<file path="config.mk">
export PLATFORM = sky130hd
export DESIGN_NAME = ttp_ctrl
export DESIGN_NICKNAME = d
export VERILOG_FILES = /design/src/design/ttp_pkg.sv /design/src/design/ttp_ctrl.sv
export SDC_FILE = /design/constraint.sdc
export NUM_CORES = 1
export LEC_CHECK = 0
export ABC_AREA = 1
export BUFFER_PORTS_ARGS = -buffer_cell sky130_fd_sc_hd__clkbuf_2
export CORE_AREA = 3 3 40 42
export DETAILED_ROUTE_END_ITERATION = 8
export DIE_AREA = 0 0 43 45
export PLACE_DENSITY = 0.69
export SYNTH_ARGS = -nofsm -noshare
export SYNTH_HDL_FRONTEND = slang
export SYNTH_SLANG_ARGS = --single-unit
</file>
<file path="constraint.sdc">
create_clock -name clk -period 1.2 [get_ports clk]
set_input_delay 0 -clock clk [delete_from_list [all_inputs] [get_ports clk]]
set_output_delay 0 -clock clk [all_outputs]
set_load 0.005 [all_outputs]
</file>
<file path="src/design/ttp_pkg.sv">
// Shared types, sizes and the 5x7 font for the text-to-page frame buffer.
// No dependencies; every module of the block imports this package.
`default_nettype none

package ttp_pkg;

  // Display geometry.
  localparam int DISPLAY_COLUMNS = 128;
  localparam int DISPLAY_PAGES   = 8;
  localparam int STORE_BYTES     = DISPLAY_COLUMNS * DISPLAY_PAGES;
  localparam int ADDR_W          = $clog2(STORE_BYTES);

  // Character cell geometry.
  localparam int GLYPH_WIDTH = 5;
  localparam int CELL_WIDTH  = 6;
  localparam int GLYPH_BITS  = GLYPH_WIDTH * 8;
  localparam int STEP_W      = $clog2(CELL_WIDTH);
  localparam int FONT_IDX_W  = 6;

  // Largest cursor position at which a whole cell still fits.
  localparam int LAST_CELL_COL = DISPLAY_COLUMNS - CELL_WIDTH;

  // Request codes.
  localparam logic [1:0] REQ_TEXT  = 2'd0;
  localparam logic [1:0] REQ_CLEAR = 2'd1;
  localparam logic [1:0] REQ_READ  = 2'd2;

  typedef struct packed {
    logic [1:0] req_type;
    logic [2:0] page;
    logic       line_start;
    logic [7:0] char_code;
    logic [6:0] column;
  } in_t;

  typedef struct packed {
    logic [7:0] read_data;
    logic       drawn;
  } out_t;

  // Commands from the controller to the datapath.
  typedef struct packed {
    logic accept;     // latch a new request
    logic mem_clear;  // write zero at the sweep address and advance
    logic mem_draw;   // write the next cell column and advance
    logic mem_read;   // read the store at the held address
    logic out_load;   // move the finished result into the output register
  } dp_cmd_t;

  // Status from the datapath to the controller.
  typedef struct packed {
    logic draw_go;     // the offered request draws a character
    logic is_clear;    // the offered request clears the store
    logic is_read;     // the offered request reads a column byte
    logic sweep_last;  // the sweep address is at the last byte
    logic cell_last;   // the last column of the cell is being written
  } dp_status_t;

  // Maps a character code to its row of the font table.
  function automatic logic [FONT_IDX_W-1:0] font_row_of(input logic [7:0] code);
    logic [FONT_IDX_W-1:0] row;
    row = '0;
    if (code inside {[8'h30:8'h39]}) begin
      row = FONT_IDX_W'(code - 8'h30) + FONT_IDX_W'(6);
    end else if (code inside {[8'h41:8'h5A]}) begin
      row = FONT_IDX_W'(code - 8'h41) + FONT_IDX_W'(16);
    end else begin
      case (code)
        8'h2E:   row = FONT_IDX_W'(1);
        8'h3A:   row = FONT_IDX_W'(2);
        8'h2D:   row = FONT_IDX_W'(3);
        8'h2F:   row = FONT_IDX_W'(4);
        8'h25:   row = FONT_IDX_W'(5);
        default: row = '0;
      endcase
    end
    return row;
  endfunction

  // Five glyph columns, leftmost column in the top byte.
  function automatic logic [GLYPH_BITS-1:0] font_glyph(input logic [FONT_IDX_W-1:0] idx);
    logic [GLYPH_BITS-1:0] g;
    g = '0;
    case (idx)
      6'd1:    g = 40'h00_60_60_00_00;
      6'd2:    g = 40'h00_36_36_00_00;
      6'd3:    g = 40'h08_08_08_08_08;
      6'd4:    g = 40'h20_10_08_04_02;
      6'd5:    g = 40'h63_13_08_64_63;
      6'd6:    g = 40'h3E_51_49_45_3E;
      6'd7:    g = 40'h00_42_7F_40_00;
      6'd8:    g = 40'h42_61_51_49_46;
      6'd9:    g = 40'h21_41_45_4B_31;
      6'd10:   g = 40'h18_14_12_7F_10;
      6'd11:   g = 40'h27_45_45_45_39;
      6'd12:   g = 40'h3C_4A_49_49_30;
      6'd13:   g = 40'h01_71_09_05_03;
      6'd14:   g = 40'h36_49_49_49_36;
      6'd15:   g = 40'h06_49_49_29_1E;
      6'd16:   g = 40'h7E_11_11_11_7E;
      6'd17:   g = 40'h7F_49_49_49_36;
      6'd18:   g = 40'h3E_41_41_41_22;
      6'd19:   g = 40'h7F_41_41_22_1C;
      6'd20:   g = 40'h7F_49_49_49_41;
      6'd21:   g = 40'h7F_09_09_09_01;
      6'd22:   g = 40'h3E_41_49_49_7A;
      6'd23:   g = 40'h7F_08_08_08_7F;
      6'd24:   g = 40'h00_41_7F_41_00;
      6'd25:   g = 40'h20_40_41_3F_01;
      6'd26:   g = 40'h7F_08_14_22_41;
      6'd27:   g = 40'h7F_40_40_40_40;
      6'd28:   g = 40'h7F_02_0C_02_7F;
      6'd29:   g = 40'h7F_04_08_10_7F;
      6'd30:   g = 40'h3E_41_41_41_3E;
      6'd31:   g = 40'h7F_09_09_09_06;
      6'd32:   g = 40'h3E_41_51_21_5E;
      6'd33:   g = 40'h7F_09_19_29_46;
      6'd34:   g = 40'h46_49_49_49_31;
      6'd35:   g = 40'h01_01_7F_01_01;
      6'd36:   g = 40'h3F_40_40_40_3F;
      6'd37:   g = 40'h1F_20_40_20_1F;
      6'd38:   g = 40'h3F_40_38_40_3F;
      6'd39:   g = 40'h63_14_08_14_63;
      6'd40:   g = 40'h07_08_70_08_07;
      6'd41:   g = 40'h61_51_49_45_43;
      default: g = '0;
    endcase
    return g;
  endfunction

endpackage

`default_nettype wire

</file>
<file path="src/design/ttp_ctrl.sv">
// Controller state machine of the text-to-page frame buffer: sequences store
// sweeps, cell writes and reads, and owns both handshakes. Depends on ttp_pkg.
`default_nettype none

module ttp_ctrl
  import ttp_pkg::*;
(
  input  wire logic       clk,
  input  wire logic       rst_n,
  input  wire logic       in_valid,
  output logic            in_ready,
  output logic            out_valid,
  input  wire logic       out_ready,
  input  wire dp_status_t status,
  output dp_cmd_t         cmd
);

  typedef enum logic [5:0] {
    S_INIT  = 6'b000001,
    S_IDLE  = 6'b000010,
    S_CLEAR = 6'b000100,
    S_DRAW  = 6'b001000,
    S_READ  = 6'b010000,
    S_FIN   = 6'b100000
  } state_t;

  state_t state_r, state_nxt;
  logic   out_valid_r, out_valid_nxt;
  logic   slot_free;

  assign slot_free = !out_valid_r || out_ready;

  always_comb begin
    state_nxt     = state_r;
    out_valid_nxt = out_valid_r && !out_ready;
    cmd           = '0;
    case (state_r)
      S_INIT: begin
        cmd.mem_clear = 1'b1;
        if (status.sweep_last) begin
          state_nxt = S_IDLE;
        end
      end
      S_IDLE: begin
        if (in_valid) begin
          cmd.accept = 1'b1;
          if (status.draw_go) begin
            state_nxt = S_DRAW;
          end else if (status.is_clear) begin
            state_nxt = S_CLEAR;
          end else if (status.is_read) begin
            state_nxt = S_READ;
          end else begin
            state_nxt = S_FIN;
          end
        end
      end
      S_CLEAR: begin
        cmd.mem_clear = 1'b1;
        if (status.sweep_last) begin
          state_nxt = S_FIN;
        end
      end
      S_DRAW: begin
        cmd.mem_draw = 1'b1;
        if (status.cell_last) begin
          state_nxt = S_FIN;
        end
      end
      S_READ: begin
        cmd.mem_read = 1'b1;
        state_nxt    = S_FIN;
      end
      S_FIN: begin
        if (slot_free) begin
          cmd.out_load  = 1'b1;
          out_valid_nxt = 1'b1;
          state_nxt     = S_IDLE;
        end
      end
      default: begin
        state_nxt = S_INIT;
      end
    endcase
  end

  always_ff @(posedge clk) begin
    if (!rst_n) begin
      state_r     <= S_INIT;
      out_valid_r <= 1'b0;
    end else begin
      state_r     <= state_nxt;
      out_valid_r <= out_valid_nxt;
    end
  end

  assign in_ready  = (state_r == S_IDLE);
  assign out_valid = out_valid_r;

endmodule

`default_nettype wire

</file>
==> results.cfg, run 1 <==
[sta]
maxSlewHeadroom = 0.839
post-route-period-util = 1.04
slew_viol_final = 0
finalClockSkew_ns = 0.00155
fin_crit_ns = 1.24
setup_ws_ns = -0.0440
hold_slack_ns = -0.00761
setup_viol = 4
tightest_slew_ns = 0.241
hold_violations = 1
fmax_ghz = 0.804
rsz0062_at_grt = true

[synthesis]
syn_inst = 82
ys_ff_latch = 7
syn-cell-area_um2 = 500
ys_types = 16
yosys.area.top_type = dfxtp_1
syn_area_per_cell_um2 = 6.10
seq_area_frac_synth = 0.280
synth.top_cell.area_share = 0.280
yosys-top-cells-area = dfxtp_1 28%, nor2_1 14%, inv_1 11%
ys.warnings.count = 0
syn_nets = 91

[critical_path]
worstPathRequired_ns = 1.20
critical_path.max_stage_delay_ns = 0.35
startpoint_type = flip-flop
crit_family = simple AND/OR/NAND/NOR gates
cp_cell_sequence = nor2_4 -> nand3_2 -> buf_6 -> inv_2 -> clkbuf_2
critPathCaptureType = output port
cp_max_fo = 7
cp_num_buf_inv = 3
critPathKind = flip-flop to output port
slowest_stage = dfxtp_4
crit_arrival_ns = 1.24

[global_routing]
grt_use_total = 0.146
grt_overflow = 0
grt_pass1_vias = 542
grt_max_degree = 8
grt_pass1_wl_um = 2150
antenna_found_initial = 0

[pwr]
internal-power_mw = 0.799
leakagePower_nw = 0.391
clkPwrFrac = 0.161
switching_share = 0.407
p_sw_mw = 0.549
ir_drop_mv = 0.870
p_comb_frac = 0.558
p_per_area_nw_per_um2 = 1770
p_seq_frac = 0.281

[floorplanning]
start_util = 0.389
rows = 13
die-area_um2 = 1940
core_um2 = 1280
die_h_um = 45
die_width_um = 43
ios = 16

[routing]
drc = 0
vias_per_cell = 4.73
vias = 577
antenna_left = 0
wl_per_cell_um = 10.5
first_pass_iters = 4
totalWireLength_um = 1290
drt_iter0_markers = 7

[place]
place_ws_ns = -0.00813
place_area_um2 = 632
post-place-cells = 117
portBuffers = 15
gp_congestion = 0.848
place_hpwl_um = 977

[clock_tree]
cts_sinks = 7
cts_buffers = 3
cts_max_level = 1
root_buffer = clkbuf_4
clk_pin_slew_worst_paths_ns = 0.05
clk-insertion-delay-late_ns = 0.25
cts_tree = done
cts_buffer_depth = 2

[run_status]
status = complete, but fails checks
violations = negative hold slack, negative setup slack

[cells_and_area]
stdcell_count = 122
design_area_um2 = 762
final_layout_size_suffix_gt1_frac = 0.523
nNetsFinal = 117
antenna_cells = 0
syn2layout_area_growth_pct = 52.3

[worst_hold_path]
min_path_type = input port to flip-flop

[job]
maxCapViolations = 0
-- stage by stage --
| stage | setup TNS (ns) | power [mW] | hold WS, ns | utilization |
|---|---|---|---|---|
| after floorplan | 0 | 0.687 | 0.0841 | - |
| after global placement | -0.0130 | 0.907 | 0.204 | 0.492 |
| after detailed placement | -0.00813 | 0.906 | 0.211 | 0.492 |
| after CTS | -0.0285 | 1.20 | 0.00324 | 0.546 |
| after global routing | -0.658 | 1.45 | 0.0142 | 0.593 |
| final | -0.133 | 1.35 | -0.00761 | 0.593 |
-- kinds of logic after synthesis --
group / count (synthesis) / share of synthesized area
simple gates: 51 / 0.510
flops: 7 / 0.280
compound gates: 6 / 0.0750
buf+inv: 18 / 0.135
-- sequential cells by signal (all words and copies together) (netlist names) --
register,count
state_r,6
out_valid,1
-- cell usage after synthesis --
master / count
a21oi_1: 3
a21oi_2: 1
dfxtp_1: 7
inv_1: 15
inv_2: 3
nand2_1: 12
nand2_2: 1
nand3_1: 6
nand3_2: 4
nand4_1: 4
nor2_1: 18
nor2_2: 4
nor2_4: 1
nor3_1: 1
o21ai_0: 1
o21ai_2: 1
-- worst paths after layout --
check	from	slack, ns	to	cells after the start
hold reg to reg	state_r[5]	0.53	state_r[5]	2
setup reg to reg	state_r[4]	-0.02	state_r[5]	6
setup / recovery	state_r[4]	-0.04	cmd[2]	5
hold / removal	status[2]	-0.008	state_r[4]	3
-- power by group through the flow --
stage               clock network (mW)  registers, mW  logic, mW
global placement                     0          0.339      0.568
global route                     0.234          0.387      0.827
detailed placement                   0          0.341      0.564
finish                           0.216          0.379      0.752
CTS                              0.215          0.378      0.605
floorplan                            0          0.333      0.353
-- metal layers --
metal  GRT usage  share of wire  vias up
li1            -              -      305
met1       0.190           0.42      245
met2       0.234           0.49       23
met3      0.0279          0.071        4
met4      0.0723          0.018        0
met5           0              0        -
-- worst reg2reg max path: stages (launching register included) --
cell and delay, ns:
dfxtp_4 0.35, nor2_4 0.23, nand4_1 0.18, nand2_1 0.12, nor2_1 0.07, a21oi_2 0.11, nor2_1 0.05
-- repair_timing --
| action | in CTS | in global routing |
|---|---|---|
| hold endpoints to repair | 2 | 0 |
| resized for setup | 13 | 17 |
| setup buffers | 1 | 0 |
| setup endpoints to repair | 7 | 10 |
| pin swaps | 4 | 5 |
| hold buffers | 1 | 0 |
-- layout by cell type, fill, tap and decap left out --
cell           netlist  layout
nor2_1              18      14
nand4_1              4       4
dfxtp_4              0       4
nor3_1               1       1
dfxtp_1              7       1
nor2_4               1       4
o21ai_2              1       1
nor2_2               4       5
clkbuf_2             0      14
nand3_1              6       3
nand2_2              1       4
buf_4                0       2
a21oi_1              3       2
dfxtp_2              0       2
buf_6                0       4
a21oi_2              1       2
nand2_1             12       9
clkbuf_1             0       1
inv_1               15      14
dlygate4sd3_1        0       1
nand3_4              0       1
inv_2                3       4
clkbuf_4             0       3
o21ai_0              1       1
nand3_2              4       6
-- area by class of cell --
type,count,area [µm²]
clock buffer,4,26.3
fill,125,523
inverter,18,67.6
multi-input combinational,57,352
sequential,7,158
tap,15,18.8
timing repair buffer,21,140
Power figures use the tool's default switching activity.
==> run 2: changes to the inputs <==
- GPL_TIMING_DRIVEN: not set -> 0
- RECOVER_POWER: not set -> 50
==> run 2 against run 1 <==
Net effect:
- the flow finishes with violations (negative hold slack)
- cell count is 2.5% lower
- register-to-register slack better by 0.02 ns
- clock power rose by 3%
- via count fell by 0.52%
- wire length shrank 8.9%
- clock skew is 0.0029 ns higher
- critical path depth up 2
- global-route usage shrank 1.7 points
- highest routed layer unchanged
==> results.cfg, run 2 (synthesis results as in run 1) <==
[critical_path]
slowest_stage = dfxtp_2
crit_top_cell = nor2_1
critical_path.max_stage_delay_ns = 0.35
cp_cell_sequence = nor2_4 -> nand3_1 -> nor2_1 -> nor2_1 -> nand3_2 -> nand2_2 -> a21oi_2
startpoint_type = flip-flop
crit_arrival_ns = 1.39
critPathCaptureType = flip-flop
critPathKind = flip-flop to flip-flop
reg2reg_depth = 7
worstPathRequired_ns = 1.39
cp_max_fo = 7

[cells_and_area]
top_register = state_r
antenna_cells = 0
design_area_um2 = 689
final_cell_mix = 16 x nor2_1, 15 x inv_1, 15 x clkbuf_2
final_layout_size_suffix_gt1_frac = 0.394
nNetsFinal = 114
largest_reg_flops = 6
syn2layout_area_growth_pct = 37.7
final_common_cell = nor2_1

[floorplanning]
start_util = 0.389
ios = 16
die_width_um = 43
die-area_um2 = 1940
die_h_um = 45
core_um2 = 1280
rows = 13

[clock_tree]
root_buffer = clkbuf_4
cts_buffer_depth = 2
cts_buffers = 3
cts_sinks = 7
clk-insertion-delay-late_ns = 0.26
clk_pin_slew_worst_paths_ns = 0.06
cts_max_level = 1
cts_tree = done

[global_routing]
grt_pass1_wl_um = 1830
grt_use_total = 0.130
antenna_found_initial = 0
grt_pass1_vias = 492
grt_max_degree = 8
grt_overflow = 0

[pwr]
leakagePower_nw = 0.366
ir_drop_mv = 0.767
p_per_area_nw_per_um2 = 1680
totalPowerFinal_mw = 1.16

[sta]
setup_ws_ns = 0.00333
tns_ns = 0
finalClockSkew_ns = 0.00444
post-route-period-util = 0.997
maxSlewHeadroom = 0.870
fmax_ghz = 0.836
setup_viol = 0
tightest_slew_ns = 0.194
slew_viol_final = 0
rsz0062_at_grt = true
fin_crit_ns = 1.20
hold_slack_ns = -0.00228
hold_violations = 1

[place]
place_area_um2 = 594
place_ws_ns = -0.111
portBuffers = 15
gp_congestion = 0.880
place_hpwl_um = 937

[job]
maxCapViolations = 0

[worst_hold_path]
holdPathStages = 3
min_path_type = input port to flip-flop

[routing]
wl_per_cell_um = 9.84
vias_per_cell = 4.82
antenna_left = 0
first_pass_iters = 4
drc = 0
totalWireLength_um = 1170
drt_iter0_markers = 25
vias = 574

[run_status]
status = complete, but fails checks
violations = negative hold slack
==> run 2: cell count changes in the layout (fill, tap and decap cells not counted), sizes merged <==
cell,change
dlygate4sd3,+1
clkbuf,+1
buf,-5
==> run 2: per-layer routing <==
layer	global-route usage	part of all wire	up-vias
met2	0.204	0.42	27
li1	-	-	300
met5	0	0	-
met4	0.108	0.035	0
met1	0.151	0.46	243
met3	0.0279	0.082	4
==> run 2: cell type report <==
type	instances	area, µm²
tap	15	18.8
timing repair buffer	18	103
multi-input combinational	57	328
inverter	18	67.6
fill	130	596
sequential	7	146
clock buffer	4	26.3
==> run 2: final timing paths <==
| path | slack, ns | endpoint | from |
|---|---|---|---|
| worst max-delay path | 0.003 | state_r[2] | state_r[5] |
| worst max register to register | 0.003 | state_r[2] | state_r[5] |
| worst min register to register | 0.50 | state_r[2] | state_r[2] |
| worst min-delay path | -0.002 | state_r[2] | status[3] |
==> run 2: where the power goes <==
part | total [mW] | switching, mW | internal (mW)
clock network | 0.223 | 0.0956 | 0.127
logic | 0.563 | 0.334 | 0.229
registers | 0.371 | 0.0767 | 0.294
==> run 2: timing repair <==
item / in CTS / in global routing
endpoints found under the setup margin: 6 / 8
resized for setup: 11 / 2
hold buffers: 2 / 0
gates cloned: 0 / 0
endpoints found under the hold margin: 3 / 0
pin swaps: 0 / 4
buffers inserted: 0 / 1
==> run 2: critical path, delay by kind of cell, from the launching register on <==
kind	cells	cell delay [ns]
compound gates	1	0.10
flops	1	0.35
simple gates	6	0.68
==> run 2: metrics by stage <==
stage                     utilization  hold slack [ns]  std cells
after floorplan                     -           0.0841         82
after global placement          0.463            0.206        112
after CTS                       0.523          0.00223        118
after detailed placement        0.463            0.204        112
final                           0.537         -0.00228        119
after global routing            0.537          0.00437        119
